$ cat src/rtl/core/assert_macros.svh
// Assertion macros shared by the sign-magnitude ALU RTL.
`ifndef ASSERT_MACROS_SVH
`define ASSERT_MACROS_SVH

// Same-cycle implication, disabled while reset is asserted.
`define SMH_ASSERT_IMP(label, clk, rst_n, ante, cons) \
	label: assert property (@(posedge clk) disable iff (!rst_n) (ante) |-> (cons)) \
		else $error("same-cycle implication failed");

// Next-cycle implication, disabled while reset is asserted.
`define SMH_ASSERT_NXT(label, clk, rst_n, ante, cons) \
	label: assert property (@(posedge clk) disable iff (!rst_n) (ante) |=> (cons)) \
		else $error("next-cycle implication failed");

`endif

$ cat src/rtl/core/smh_pkg.sv
// Types and constants shared by the sign-magnitude hex ALU pipeline.
`timescale 1ns / 1ps

package smh_pkg;

	localparam int FUNC_W  = 4;
	localparam int MAG_W   = 32;
	localparam int SHIFT_W = 6;
	localparam int CNT_W   = 5;
	localparam int WIDE_W  = 64;

	typedef enum logic [FUNC_W-1:0] {
		FN_ADD = 4'd0,
		FN_SUB = 4'd1,
		FN_SHL = 4'd2,
		FN_SHR = 4'd3,
		FN_EQ  = 4'd4,
		FN_NE  = 4'd5,
		FN_GT  = 4'd6,
		FN_LT  = 4'd7,
		FN_GE  = 4'd8,
		FN_LE  = 4'd9,
		FN_ODD = 4'd10
	} smh_func_t;

	// Normalized operands, held in the first pipeline register.
	typedef struct packed {
		smh_func_t          func;
		logic               a_sign;
		logic [MAG_W-1:0]   a_mag;
		logic               b_sign;
		logic               b_nz;
		logic [MAG_W-1:0]   b_mag;
		logic [CNT_W-1:0]   shift_cnt;
	} smh_op_t;

	// Raw arithmetic results, held in the second pipeline register.
	typedef struct packed {
		smh_func_t          func;
		logic               a_sign;
		logic               b_sign;
		logic               b_nz;
		logic               a_odd;
		logic [MAG_W:0]     sum;
		logic               sum_ovf;
		logic [MAG_W:0]     diff_ab;
		logic [MAG_W-1:0]   diff_ba;
		logic               mag_eq;
		logic [WIDE_W-1:0]  shl;
		logic [MAG_W-1:0]   shr;
	} smh_exe_t;

endpackage

$ cat src/rtl/core/smh_norm.sv
// First stage: masks magnitudes to the digit width, fixes signs of zero, clamps the shift.
`timescale 1ns / 1ps

module smh_norm #(
	parameter int DIGITS = 8
) (
	input  logic [smh_pkg::FUNC_W-1:0]  func,
	input  logic                        a_sign,
	input  logic [smh_pkg::MAG_W-1:0]   a_mag,
	input  logic                        b_sign,
	input  logic [smh_pkg::MAG_W-1:0]   b_mag,
	input  logic [smh_pkg::SHIFT_W-1:0] shift_amount,
	output smh_pkg::smh_op_t            op
);
	import smh_pkg::*;

	localparam int NB = 4 * DIGITS;
	localparam logic [MAG_W-1:0] MAG_MASK =
		(NB >= MAG_W) ? {MAG_W{1'b1}} : MAG_W'((WIDE_W'(1) << NB) - WIDE_W'(1));
	localparam logic [SHIFT_W-1:0] ND_SHIFT = SHIFT_W'(DIGITS);

	logic [MAG_W-1:0] am;
	logic [MAG_W-1:0] bm;

	always_comb begin
		am = a_mag & MAG_MASK;
		bm = b_mag & MAG_MASK;
		op.func      = smh_func_t'(func);
		op.a_mag     = am;
		op.b_mag     = bm;
		// A zero magnitude always counts as plus zero.
		op.a_sign    = a_sign && (am != '0);
		op.b_sign    = b_sign && (bm != '0);
		op.b_nz      = (bm != '0);
		op.shift_cnt = (shift_amount > ND_SHIFT) ? CNT_W'(DIGITS) : shift_amount[CNT_W-1:0];
	end

endmodule

$ cat src/rtl/core/smh_exec.sv
// Second stage: adder, both subtractors, magnitude compare and the digit shifters.
`timescale 1ns / 1ps

module smh_exec #(
	parameter int DIGITS = 8
) (
	input  smh_pkg::smh_op_t  op,
	output smh_pkg::smh_exe_t exe
);
	import smh_pkg::*;

	localparam int NB = 4 * DIGITS;
	localparam logic [MAG_W:0] SUM_MASK =
		(NB > MAG_W) ? {(MAG_W + 1){1'b1}} : (MAG_W + 1)'((WIDE_W'(1) << NB) - WIDE_W'(1));
	localparam logic [WIDE_W-1:0] WIDE_MASK =
		(NB >= WIDE_W) ? {WIDE_W{1'b1}} : ((WIDE_W'(1) << NB) - WIDE_W'(1));
	localparam logic [CNT_W-1:0] ND_CNT = CNT_W'(DIGITS);

	logic [MAG_W:0]    sum_raw;
	logic [WIDE_W-1:0] shl_raw;
	logic [6:0]        bit_shift;
	logic              shift_out;

	always_comb begin
		sum_raw   = {1'b0, op.a_mag} + {1'b0, op.b_mag};
		bit_shift = {op.shift_cnt, 2'b00};
		shift_out = (op.shift_cnt >= ND_CNT);
		shl_raw   = {{(WIDE_W - MAG_W){1'b0}}, op.a_mag} << bit_shift;

		exe.func    = op.func;
		exe.a_sign  = op.a_sign;
		exe.b_sign  = op.b_sign;
		exe.b_nz    = op.b_nz;
		exe.a_odd   = op.a_mag[0];
		exe.sum     = sum_raw & SUM_MASK;
		// Carry out of the digit width is an overflow.
		exe.sum_ovf = |(sum_raw & ~SUM_MASK);
		exe.diff_ab = {1'b0, op.a_mag} - {1'b0, op.b_mag};
		exe.diff_ba = op.b_mag - op.a_mag;
		exe.mag_eq  = (op.a_mag == op.b_mag);
		exe.shl     = shift_out ? '0 : (shl_raw & WIDE_MASK);
		exe.shr     = shift_out ? '0 : (op.a_mag >> bit_shift);
	end

endmodule

$ cat src/rtl/core/smh_resolve.sv
// Third stage: picks the result by function code and forms sign and flag.
`timescale 1ns / 1ps

module smh_resolve (
	input  smh_pkg::smh_exe_t         exe,
	output logic                      result_sign,
	output logic [smh_pkg::MAG_W-1:0] result_mag,
	output logic                      flag
);
	import smh_pkg::*;

	logic           bs_eff;
	logic           mag_lt;
	logic           mag_gt;
	logic           a_gt_b;
	logic           b_gt_a;
	logic [MAG_W:0] rm;

	always_comb begin
		mag_lt = exe.diff_ab[MAG_W];
		mag_gt = !mag_lt && !exe.mag_eq;
		a_gt_b = (exe.a_sign != exe.b_sign) ? !exe.a_sign : (exe.a_sign ? mag_lt : mag_gt);
		b_gt_a = (exe.a_sign != exe.b_sign) ? !exe.b_sign : (exe.b_sign ? mag_gt : mag_lt);
		bs_eff = (exe.func == FN_SUB && exe.b_nz) ? !exe.b_sign : exe.b_sign;

		rm          = '0;
		result_sign = 1'b0;
		result_mag  = '0;
		flag        = 1'b0;

		case (exe.func)
			FN_ADD, FN_SUB: begin
				if (exe.a_sign == bs_eff) begin
					rm          = exe.sum;
					flag        = exe.sum_ovf;
					result_sign = exe.a_sign;
				end else if (!mag_lt) begin
					rm          = exe.diff_ab;
					result_sign = exe.a_sign;
				end else begin
					rm          = {1'b0, exe.diff_ba};
					result_sign = bs_eff;
				end
				// An overflowing sum is never truly zero, so it keeps its sign.
				if (rm == '0 && !flag) begin
					result_sign = 1'b0;
				end
				result_mag = rm[MAG_W-1:0];
			end
			FN_SHL: begin
				result_mag  = exe.shl[MAG_W-1:0];
				result_sign = exe.a_sign && (exe.shl != '0);
			end
			FN_SHR: begin
				result_mag  = exe.shr;
				result_sign = exe.a_sign && (exe.shr != '0);
			end
			FN_EQ:   flag = (exe.a_sign == exe.b_sign) && exe.mag_eq;
			FN_NE:   flag = !((exe.a_sign == exe.b_sign) && exe.mag_eq);
			FN_GT:   flag = a_gt_b;
			FN_LT:   flag = b_gt_a;
			FN_GE:   flag = !b_gt_a;
			FN_LE:   flag = !a_gt_b;
			FN_ODD:  flag = exe.a_odd;
			default: flag = 1'b0;
		endcase
	end

endmodule

$ cat src/rtl/core/sign_magnitude_hex_alu.sv
// Top level of the three-stage sign-magnitude hex ALU.
`timescale 1ns / 1ps
`include "assert_macros.svh"

// Usage:
// A transaction enters when start is high at a rising clock edge and busy is low.
// The block never stalls, so busy is held low and a new transaction may enter in
// every cycle. The operands are sign and magnitude pairs of DIGITS hex digits;
// func selects add, subtract, digit shift left or right of operand a, one of six
// signed compares, or an odd test of a.
// A transaction passes through the normalize, arithmetic and output registers; its result
// is on result_sign, result_mag and flag while done is high for exactly one cycle, and
// it is taken at the rising edge that ends that cycle.
// Throughput is one transaction per cycle, set by the three register stages:
// normalize, arithmetic (adder, subtractors, shifters), and result select.
// The receiver cannot hold results off; each result is taken in its done cycle.
// Reset clears the valid bits of all stages, so nothing in flight survives it and
// done stays low until a new transaction has passed through. The data registers
// are not reset.
// Zero magnitudes count as plus zero; zero results are plus unless a sum overflowed.
module sign_magnitude_hex_alu #(
	parameter int DIGITS = 8
) (
	input  logic                        clk,
	input  logic                        arst_n,
	input  logic                        start,
	output logic                        busy,
	input  logic [smh_pkg::FUNC_W-1:0]  func,
	input  logic                        a_sign,
	input  logic [smh_pkg::MAG_W-1:0]   a_mag,
	input  logic                        b_sign,
	input  logic [smh_pkg::MAG_W-1:0]   b_mag,
	input  logic [smh_pkg::SHIFT_W-1:0] shift_amount,
	output logic                        done,
	output logic                        result_sign,
	output logic [smh_pkg::MAG_W-1:0]   result_mag,
	output logic                        flag
);
	import smh_pkg::*;

	smh_op_t          op_c;
	smh_op_t          op_s1;
	smh_exe_t         exe_c;
	smh_exe_t         exe_s2;
	logic             v_s1;
	logic             v_s2;
	logic             done_q;
	logic             res_sign_c;
	logic [MAG_W-1:0] res_mag_c;
	logic             flag_c;
	logic             result_sign_q;
	logic [MAG_W-1:0] result_mag_q;
	logic             flag_q;
	logic             cmp_s2;
	logic             shift_s2;

	// The pipeline has no back pressure, so it is always ready.
	assign busy = 1'b0;

	smh_norm #(.DIGITS(DIGITS)) u_norm (
		.func         (func),
		.a_sign       (a_sign),
		.a_mag        (a_mag),
		.b_sign       (b_sign),
		.b_mag        (b_mag),
		.shift_amount (shift_amount),
		.op           (op_c)
	);

	smh_exec #(.DIGITS(DIGITS)) u_exec (
		.op  (op_s1),
		.exe (exe_c)
	);

	smh_resolve u_resolve (
		.exe         (exe_s2),
		.result_sign (res_sign_c),
		.result_mag  (res_mag_c),
		.flag        (flag_c)
	);

	// Valid bits travel alongside the data through every stage.
	always_ff @(posedge clk or negedge arst_n) begin
		if (!arst_n) begin
			v_s1   <= 1'b0;
			v_s2   <= 1'b0;
			done_q <= 1'b0;
		end else begin
			v_s1   <= start && !busy;
			v_s2   <= v_s1;
			done_q <= v_s2;
		end
	end

	// Data registers only load when their stage carries a transaction.
	always_ff @(posedge clk) begin
		if (start && !busy) begin
			op_s1 <= op_c;
		end
		if (v_s1) begin
			exe_s2 <= exe_c;
		end
		if (v_s2) begin
			result_sign_q <= res_sign_c;
			result_mag_q  <= res_mag_c;
			flag_q        <= flag_c;
		end
	end

	assign done        = done_q;
	assign result_sign = result_sign_q;
	assign result_mag  = result_mag_q;
	assign flag        = flag_q;

	assign cmp_s2 = exe_s2.func inside {FN_EQ, FN_NE, FN_GT, FN_LT, FN_GE, FN_LE, FN_ODD};
	assign shift_s2 = exe_s2.func inside {FN_SHL, FN_SHR};

	`SMH_ASSERT_NXT(a_enter_s1, clk, arst_n, start && !busy, v_s1)
	`SMH_ASSERT_NXT(a_s1_to_s2, clk, arst_n, v_s1, v_s2)
	`SMH_ASSERT_NXT(a_s2_to_out, clk, arst_n, v_s2, done)
	`SMH_ASSERT_IMP(a_cmp_no_mag, clk, arst_n, done && $past(cmp_s2), result_mag == '0 && !result_sign)
	`SMH_ASSERT_IMP(a_shift_no_flag, clk, arst_n, done && $past(shift_s2), !flag)

endmodule

$ cat config.mk
export PLATFORM = sky130hd
export DESIGN_NAME = sign_magnitude_hex_alu
export DESIGN_NICKNAME = d
export VERILOG_FILES = /design/src/rtl/core/smh_pkg.sv /design/src/rtl/core/smh_norm.sv /design/src/rtl/core/smh_exec.sv /design/src/rtl/core/smh_resolve.sv /design/src/rtl/core/sign_magnitude_hex_alu.sv
export VERILOG_INCLUDE_DIRS = /design/src /design/src/rtl/core
export SDC_FILE = /design/constraint.sdc
export NUM_CORES = 1
export LEC_CHECK = 0
export BUFFER_PORTS_ARGS = -buffer_cell sky130_fd_sc_hd__buf_2
export CORE_ASPECT_RATIO = 0.7
export CORE_MARGIN = 2
export CORE_UTILIZATION = 40
export DETAILED_ROUTE_END_ITERATION = 12
export GPL_ROUTABILITY_DRIVEN = 0
export PLACE_DENSITY_LB_ADDON = 0.08
export SLEW_MARGIN = 0
export SYNTH_ARGS = -nofsm -noshare
export SYNTH_HDL_FRONTEND = slang
export SYNTH_SLANG_ARGS = --single-unit
$ cat constraint.sdc
create_clock -name clk -period 12.75 [get_ports clk]
set_clock_uncertainty 0.15 [all_clocks]
set_input_delay 2.55 -clock clk [delete_from_list [all_inputs] [get_ports clk]]
set_output_delay 2.55 -clock clk [all_outputs]
set_load 0.01 [all_outputs]
=== Yosys cells after proc, flatten, opt, wreduce, memory -nomap -nowiden ===
Cells that the tools add are included.

* Register bits: 316
* Bits in latches: 0
* RAM bits: 0
* ROM bits: 0
* Output and inout port bits: 36
* Logic and storage cells: 86
* Memories: 0

* Add/subtract/negate cells: 3
* Multipliers: 0
* Divide/modulo/power cells: 0
* Order comparisons: 2
* Eq/ne operators: 14
* Shift operators: 2
* Muxes and demuxes: 16
* Bitwise logic cells: 0
* Reductions and logical operators: 23

{| class="wikitable"
|+ Operator list
! operator !! number
|-
| 32-bit one-hot mux with 3 select lines || 1
|-
| 32-bit nonzero test || 3
|-
| 33-bit 2-to-1 mux || 2
|-
| 64-bit nonzero test || 1
|-
| 32-bit by 32-bit adder with 33-bit output || 1
|-
| 33-bit zero test || 1
|-
| 32-bit by 32-bit subtractor with 33-bit output || 1
|-
| 32-bit == test || 1
|-
| 32-bit 2-to-1 mux || 1
|-
| 32-bit by 7-bit << shifter with 32-bit output || 1
|-
| 32-bit by 7-bit >> shifter with 32-bit output || 1
|-
| 32-bit subtractor || 1
|-
| 4-bit by 3-bit == test with 1-bit output, second input constant || 4
|-
| 4-bit == test, second input constant || 3
|-
| 1-bit 2-to-1 mux || 10
|-
| 4-bit by 2-bit == test with 1-bit output, second input constant || 2
|-
| 1-bit logical AND || 8
|-
| 1-bit zero test || 8
|-
| 1-bit one-hot mux with 8 select lines || 1
|-
| 6-bit by 4-bit > comparator with 1-bit output, second input constant || 1
|-
| 5-bit by 4-bit >= comparator with 1-bit output, second input constant || 1
|-
| 4-bit by 1-bit == test with 1-bit output, second input constant || 1
|-
| 4-bit zero test || 1
|-
| 1-bit one-hot mux with 3 select lines || 1
|-
| other kinds (3) || 4
|}

=== Logic depth before layout (Yosys ltp) ===
Gate-level depths: netlist of run 1.

* Depth in word-level cells: 10
* Depth in mapped cells: 13
* Mapped depth without buffers: 12

=== Modules after synthesis ===
A second synthesis of run 1 with hierarchy kept.

* Cells, all modules: 1937
* Area, all modules: 20214.4 sq um

{| class="wikitable"
|+ Modules (own cells, without submodules)
! module !! instances !! cells an instance !! area an instance (sq um) !! sequential area each (sq um)
|-
| sign_magnitude_hex_alu || 1 || 319 || 9515.4 || 9504.1
|-
| smh_exec || 1 || 1181 || 7681.1 || 0.0
|-
| smh_resolve || 1 || 339 || 2316.0 || 0.0
|-
| smh_norm || 1 || 98 || 701.9 || 0.0
|}

=== Worst setup path before layout of run 1 ===
No wires, ideal clock.

* Path type: reg-to-reg
* From: register v_s1
* To: register exe_s2[0] (netlist bit) (enable)
* Library setup time: 530 ps
* Arrival: 3729 ps
* Setup slack: 8341 ps
* Stages on the path, launching flop included: 1
* Period minus slack after synthesis: 4409 ps
* Cells stage by stage: dfrtp_1

{| class="wikitable"
|+ RTL lines
! item !! RTL line !! text
|-
| from (decl) || sign_magnitude_hex_alu.sv:45 || <nowiki>logic v_s1;</nowiki>
|-
| from (signal assigned) || sign_magnitude_hex_alu.sv:89 || <nowiki>v_s1 <= start && !busy;</nowiki>
|-
| to (signal assigned) || sign_magnitude_hex_alu.sv:101 || <nowiki>exe_s2 <= exe_c;</nowiki>
|-
| to (decl) || sign_magnitude_hex_alu.sv:44 || <nowiki>smh_exe_t exe_s2;</nowiki>
|}

No word-level cell between the ends.

==> results of run 1 <==
flip-flops by register name, indices dropped and copies added (netlist names):
signal       count
exe_s2         169
result_sign      1
v_s1             1
op_s1           76
done             1
result_mag      32
flag             1
v_s2             1
cells by family after synthesis:
family	Yosys count
compound gates	439
xor+xnor	84
fa+ha+maj	98
buf+inv	210
flops	282
mux	106
other cells	1
simple gates	533
worst max-delay path: stages, from the launching register on:
cell and delay [ns]:
sky130_fd_sc_hd__edfxtp_1 0.54, sky130_fd_sc_hd__ha_1 0.56, sky130_fd_sc_hd__clkinv_1 0.42, sky130_fd_sc_hd__a21oi_1 0.25
sky130_fd_sc_hd__o31ai_1 0.11, sky130_fd_sc_hd__a211oi_4 0.39, sky130_fd_sc_hd__nor3_2 0.11, sky130_fd_sc_hd__o21ai_2 0.33
sky130_fd_sc_hd__a21oi_2 0.14, sky130_fd_sc_hd__or3_4 0.40, sky130_fd_sc_hd__a311o_1 0.37
stage by stage:
step | hold slack [ns] | power, mW | cells | util | setup WS (ns)
6_report | 0.2740 | 2.930 | 2425 | 0.4504 | 8.730
5_1_grt | 0.2902 | 3.048 | 2425 | 0.4504 | 8.503
4_1_cts | 0.2784 | 2.918 | 2425 | 0.4504 | 8.754
3_5_place_dp | 0.2579 | 2.075 | 2373 | 0.4292 | 8.330
3_3_place_gp | 0.2556 | 2.072 | 2373 | 0.4292 | 8.328
2_1_floorplan | 0.2503 | 1.755 | 1754 | - | 8.341
layout make-up:
| class | count | area, um2 | area share |
|---|---|---|---|
| Tap cell | 594 | 743.2 | 0.03767 |
| Clock buffer | 35 | 769.5 | 0.03900 |
| Multi-Input combinational cell | 1262 | 8517 | 0.4317 |
| Sequential cell | 282 | 8457 | 0.4287 |
| Inverter | 108 | 407.9 | 0.02067 |
| Clock inverter | 17 | 161.4 | 0.008181 |
| Timing Repair Buffer | 127 | 673.1 | 0.03412 |
power by group through the flow:
| stage | sequential, mW | combinational [mW] | clock (mW) |
|---|---|---|---|
| 2_1_floorplan | 1.25 | 0.502 | 0 |
| 3_3_place_gp | 1.29 | 0.783 | 0 |
| 3_5_place_dp | 1.29 | 0.784 | 0 |
| 4_1_cts | 1.27 | 0.787 | 0.859 |
| 5_1_grt | 1.29 | 0.870 | 0.892 |
| 6_report | 1.27 | 0.811 | 0.844 |
per-layer routing:
layer,vias up,track usage
met3,53,0.08537
met2,704,0.3283
met4,0,0.05848
met5,-,0
li1,6564,-
met1,6885,0.4385
path summary, 6_finish.rpt:
kind | to | slack [ns] | cells after the start
max | exe_s2[192]$_DFFE_PP_ | 8.73 | 10
min | exe_s2[200]$_DFFE_PP_ | 0.27 | 0
max reg2reg | exe_s2[192]$_DFFE_PP_ | 8.73 | 10
min reg2reg | exe_s2[200]$_DFFE_PP_ | 0.27 | 0
max in group asynchronous | v_s1$_DFF_PN0_ | 10.73 | 1
min in group asynchronous | v_s1$_DFF_PN0_ | 1.59 | 1
cells in the final DEF, fill, tap and decap left out, types with 42 or more instances in the layout:
| cell | Yosys | final |
|---|---|---|
| sky130_fd_sc_hd__nor2_1 | 216 | 216 |
| sky130_fd_sc_hd__inv_1 | 99 | 99 |
| sky130_fd_sc_hd__edfxtp_1 | 279 | 279 |
| sky130_fd_sc_hd__a21oi_1 | 181 | 181 |
| sky130_fd_sc_hd__ha_1 | 95 | 95 |
| sky130_fd_sc_hd__xnor2_1 | 62 | 61 |
| sky130_fd_sc_hd__nand2_1 | 61 | 61 |
| sky130_fd_sc_hd__a211oi_1 | 63 | 63 |
| sky130_fd_sc_hd__o21ai_0 | 55 | 55 |
| sky130_fd_sc_hd__buf_2 | 10 | 112 |
| sky130_fd_sc_hd__nor4_1 | 54 | 54 |
| sky130_fd_sc_hd__nor3_1 | 42 | 42 |
| sky130_fd_sc_hd__mux2i_1 | 97 | 97 |
==> impl_metrics.toml, run 1 <==
[run_status]
run_status = "finished clean"

[drt]
avgRoutedWirePerCell_um = 25.73
route.top_layer_used = "met4"
wl_um = 62390
drt-pass1-iter-count = 5
drt_first_iter_violations = 1861
drc = 0
viasPerCell = 5.858
routed-wl-met3_um = 7215
drt-met1-wl_um = 31370
vias = 14210
postRouteAntennaNets = 0
met2WireLength_um = 22470

[yosys]
post_synth_fa_ha_maj_area_fraction = 0.07026
synth.largest_area_cell = "sky130_fd_sc_hd__edfxtp_1"
syn-mean-instance-area_um2 = 10.14
syn_inst = 1753
ys_seq_elements = 282
yosysSeqAreaShare = 0.4756
synth_xor_area_frac = 0.04139
synth_ff_type = "sky130_fd_sc_hd__edfxtp_1"
muxShareOfSynthArea = 0.06540
synthArstFlopShare = 0.01064
synth_top_cells_by_area = "sky130_fd_sc_hd__edfxtp_1 (47%), sky130_fd_sc_hd__ha_1 (6.7%), sky130_fd_sc_hd__mux2i_1 (5.5%)"
main_combinational_cell_family_by_area_after_synthesis = "compound AO/OA/AOI/OAI gates"
synth_common_cells = "sky130_fd_sc_hd__edfxtp_1 (279), sky130_fd_sc_hd__nor2_1 (216), sky130_fd_sc_hd__a21oi_1 (181), sky130_fd_sc_hd__inv_1 (99), sky130_fd_sc_hd__mux2i_1 (97)"
synth_most_common_cell = "sky130_fd_sc_hd__edfxtp_1"
synth-edff-count = 279
synth.top_cell.area_share = 0.4714
synth_compound_gate_area_share = 0.1534
yosys.cell_types.count = 74
post_syn_area_um2 = 17770
synth_simple_gate_area_share = 0.1479
synth.yosys.warnings = 0

[power]
pwr-share-comb = 0.277
sequential_group_share_of_total_power = 0.435
switching_share = 0.3488
peakVddDrop_uv = 118.3
clkPwrFrac = 0.288
power.net_switching_mw = 1.022
power.internal_mw = 1.908
cellLeakagePower_nw = 7.559
power-per-cell-area_nw_per_um2 = 148.5

[final_layout]
drive_above_1_share = 0.1141
synthToLayoutAreaGrowth_pct = 11.00
fillCellCount = 4186
antennaDiodeCount = 0
finalInstanceArea_um2 = 19730
num-nets-final = 1988

[timing]
worst_slew_pin_slew_ns = 1.082
fin_setup_tns_ns = 0
fmax_mhz = 248.8
final-max-slew-violation-count = 0
finalHoldViolations = 0
final.min_clock_period_ns = 4.020
setup_repair_after_global_routing_missed_its_margin = "false"
setup_viol = 0
slew_headroom = 0.2786
timing.final.crit_share = 0.3153

[floorplan]
dieWidth_um = 255.9
design.die.area_um2 = 46160
core_area_um2 = 43800
core.rowCount = 64
top_level_ports = 115
die_y_um = 180.4
start_util = 0.4058

[clock_network]
post_cts.repair.setup_buffers = 0
cts_sink_cnt = 282
clk_transition_reported_paths_ns = 0.06
cts-root-to-sink-buffers = 3
cts_max_level = 1
tritoncts.num_buffers = 30
cts_hold_buf = 0
clock_insertion_delay_worst_skew_ns = 0.61
clk_root_buffer_cell = "sky130_fd_sc_hd__clkbuf_16"
cts.repair.resized = 0
cts_tree = "built"

[worst_setup_path]
critical_path_required_ns = 12.95
worst_r2r_startpoint = "op_s1[51]$_DFFE_PP_"
arrival_time_at_the_worst_endpoint_ns = 4.22
startpoint_type = "flip-flop"
worst_setup_path_startpoint = "op_s1[51]$_DFFE_PP_"
path_class = "flip-flop to flip-flop"
critical_path.endpoint_type = "flip-flop"
cp_max_fo = 11

[grt]
grt_first_pass_wirelength_um = 90630
grt_pass1_vias = 13020
grt_max_degree = 81
antenna_found_initial = 2
globalRouteOverflowTotal = 0
grt.total_usage = 0.2676

[placed_design]
io_buffers = 113
hpwl_um = 48840
placed_area_um2 = 18800

[min_path]
hold_path.startpoint = "op_s1[72]$_DFFE_PP_"
min-delay-path-class = "flip-flop to flip-flop"

[job]
cap_viol_max_count = 0
(Power assumes the default switching activity.)
==> inputs of run 2 (changes only) <==
--- a/config.mk
+++ b/config.mk
@@ -6,6 +6,7 @@
 export SDC_FILE = /design/constraint.sdc
 export NUM_CORES = 1
 export LEC_CHECK = 0
+export ABC_AREA = 1
 export BUFFER_PORTS_ARGS = -buffer_cell sky130_fd_sc_hd__buf_2
 export CORE_ASPECT_RATIO = 0.7
 export CORE_MARGIN = 2
==> constraint.sdc (replaced) <==
create_clock -name clk -period 3.25 [get_ports clk]
set_clock_uncertainty 0.15 [all_clocks]
set_input_delay 0.65 -clock clk [delete_from_list [all_inputs] [get_ports clk]]
set_output_delay 0.65 -clock clk [all_outputs]
set_load 0.01 [all_outputs]
==> run 2 against run 1 <==
  * Synthesized cell count is 15% higher
  * Utilization is 0.99 points higher
  * Via count up 9.1%
  * Wire length up 6.6%
  * Register-to-register slack got worse by 8.6 ns
  * First-iteration DRC count rose by 32%
  * Combinational power rose to 4.0 times the previous value
  * Hold slack got worse by 0.19 ns
  * Flip-flop and latch count did not move
  * Clock power grew to 3.8 times the previous value
  * Cell count grew 14%
  * Critical path type unchanged
  * Highest routed layer unchanged
==> impl_metrics.toml, run 2 <==
[power]
power-per-cell-area_nw_per_um2 = 562.9
sequential_group_share_of_total_power = 0.427
switching_share = 0.3570
clkPwrFrac = 0.284
power.net_switching_mw = 4.052
power_total_mw = 11.35
peakVddDrop_uv = 431.6
cellLeakagePower_nw = 8.576
power.internal_mw = 7.298
pwr-share-comb = 0.289

[placed_design]
io_buffers = 113
hpwl_um = 54000

[floorplan]
dieWidth_um = 256.0
core.rowCount = 64
design.die.area_um2 = 46170
top_level_ports = 115
start_util = 0.4059
core_area_um2 = 43800
die_y_um = 180.4

[clock_network]
tritoncts.num_buffers = 29
clk_transition_reported_paths_ns = 0.07
clk_root_buffer_cell = "sky130_fd_sc_hd__clkbuf_16"
cts_tree = "built"
cts-root-to-sink-buffers = 3
cts_sink_cnt = 282
cts_max_level = 1
clock_insertion_delay_worst_skew_ns = 0.61

[worst_setup_path]
critical_path_required_ns = 3.56
worst-path-buf-inv = 2
critical_path.endpoint_type = "flip-flop"
startpoint_type = "flip-flop"
longest_individual_stage_delay_on_the_worst_path_ns = 0.59
cp_max_fo = 5
timing.critical_path.slowest_stage_cell = "sky130_fd_sc_hd__edfxtp_1"
critical_path.cell_chain = "ha_1 -> inv_1 -> o21ai_0 -> a21oi_1 -> nand3_1 -> a31oi_1 -> xor2_1 -> buf_4"
path_class = "flip-flop to flip-flop"
arrival_time_at_the_worst_endpoint_ns = 3.43
timing.critical_path.max_delay_family = "compound AO/OA/AOI/OAI gates"

[yosys]
synth_most_common_cell = "sky130_fd_sc_hd__nand2_1"
synthArstFlopShare = 0.01064
yosysSeqAreaShare = 0.4755
post_syn_area_um2 = 17780
synth.top_cell.area_share = 0.4713
synth.largest_area_cell = "sky130_fd_sc_hd__edfxtp_1"
synth_ff_type = "sky130_fd_sc_hd__edfxtp_1"
synth-edff-count = 279
synth_top_cells_by_area = "sky130_fd_sc_hd__edfxtp_1 (47%), sky130_fd_sc_hd__nand2_1 (8.1%), sky130_fd_sc_hd__ha_1 (6.7%)"
ys_seq_elements = 282
syn-mean-instance-area_um2 = 8.853
synth_common_cells = "sky130_fd_sc_hd__nand2_1 (383), sky130_fd_sc_hd__edfxtp_1 (279), sky130_fd_sc_hd__inv_1 (226), sky130_fd_sc_hd__nor2_1 (218), sky130_fd_sc_hd__o21ai_0 (136)"
synth.yosys.warnings = 0
syn_inst = 2008
yosys.cell_types.count = 57

[final_layout]
drive_above_1_share = 0.1165
top_register = "exe_s2"
num-nets-final = 2320
synthToLayoutAreaGrowth_pct = 13.42
layout.cells.most_common = "sky130_fd_sc_hd__nand2_1"
largest_register_ff_count = 169
final_cell_mix = "sky130_fd_sc_hd__nand2_1 (383), sky130_fd_sc_hd__edfxtp_1 (279), sky130_fd_sc_hd__inv_1 (226)"
postLayoutCoreUtil = 0.4603

[timing]
finalHoldViolations = 0
setup_viol = 0
setup_repair_after_global_routing_missed_its_margin = "false"
fin_setup_tns_ns = 0
slew_headroom = 0.2948
final.min_clock_period_ns = 3.115
fmax_mhz = 321.1
final-max-slew-violation-count = 0
worst_slew_pin_slew_ns = 1.058
timing.final.crit_share = 0.9583

[grt]
grt_max_degree = 78
grt_pass1_vias = 14320
grt.total_usage = 0.2860
antenna_found_initial = 1
globalRouteOverflowTotal = 0
grt_first_pass_wirelength_um = 97270

[drt]
viasPerCell = 5.615
drt-pass1-iter-count = 6
avgRoutedWirePerCell_um = 24.10
wl_um = 66500
vias = 15500
postRouteAntennaNets = 0
drc = 0
drt_first_iter_violations = 2451

[job]
cap_viol_max_count = 0

[run_status]
run_status = "finished clean"

[min_path]
min-delay-path-class = "input port to flip-flop"
-- run 2: metrics by stage --
step / instances / cell area, um2 / hold WS, ns / setup WS, ns
final: 2760 / 20160 / 0.08436 / 0.1354
after global placement: 2702 / 19230 / 0.2597 / 0.1667
after CTS: 2755 / 20130 / 0.05625 / 0.1635
after global routing: 2758 / 20160 / 0.06994 / 0.04204
after detailed placement: 2702 / 19230 / 0.2559 / 0.1853
after floorplan: 2009 / 17780 / 0.2044 / 0.4781
-- run 2: layer usage --
layer  share of wire  GRT usage  up-vias  wire length (um)
met5               0          0        -                 0
met4           0.022    0.05474        0              1434
met3            0.14    0.09620       75              9285
met2            0.36     0.3648      962             24120
met1            0.48     0.4565     7342             31660
li1                -          -     7119                 -
-- run 2: area by class of cell --
cell class	instances	area [um2]
diodes	2	5.005
clock buffers	34	744.5
clock inverters	18	141.4
fillers	4276	23640
inverters	238	893.4
multi-input cells	1409	8033
flip-flops and latches	282	8457
well taps	594	743.2
repair buffers	183	1146
-- run 2: kinds of logic after synthesis --
kind of cell / synth area share
xor+xnor: 0.04089
compound gates: 0.1301
other cells: 0.0002109
simple gates: 0.1921
flops: 0.4755
buf+inv: 0.07348
fa+ha+maj: 0.07024
mux: 0.01746
-- run 2: worst paths after layout --
kind,from,slack [ns],to,depth (start not counted)
max,op_s1[47]$_DFFE_PP_,0.14,exe_s2[116]$_DFFE_PP_,8
min,b_mag[1],0.08,op_s1[6]$_DFFE_PP_,1
max reg2reg,op_s1[47]$_DFFE_PP_,0.14,exe_s2[116]$_DFFE_PP_,8
min reg2reg,op_s1[72]$_DFFE_PP_,0.27,exe_s2[200]$_DFFE_PP_,0
min in group asynchronous,arst_n,0.25,v_s1$_DFF_PN0_,2
max in group asynchronous,arst_n,2.58,v_s1$_DFF_PN0_,2
-- run 2: worst register-to-register path: cells and delay by family, from the launching register on --
| family | cells | cell delay, ns |
|---|---|---|
| AOI/OAI and AO/OA | 3 | 0.72 |
| DFF | 1 | 0.59 |
| adders and majority gates | 1 | 0.43 |
| buffers and inverters | 2 | 0.40 |
| and+or+nand+nor | 1 | 0.23 |
| xor gates and xnor gates | 1 | 0.46 |
-- run 2: timing repair --
item / in CTS / in global routing
gates resized for setup: 0 / 1
setup endpoints to repair: 0 / 2
buffers inserted: 0 / 3
endpoints found under the hold margin: 3 / 0
hold buffers: 1 / 0
-- run 2: power by group through the flow --
stage / Combinational [mW] / Clock [mW] / Sequential [mW]
6_report: 3.28 / 3.23 / 4.84
2_1_floorplan: 1.81 / 0 / 4.86
3_3_place_gp: 3.16 / 0 / 4.90
4_1_cts: 3.14 / 3.29 / 4.84
5_1_grt: 3.50 / 3.45 / 4.88
3_5_place_dp: 3.13 / 0 / 4.91
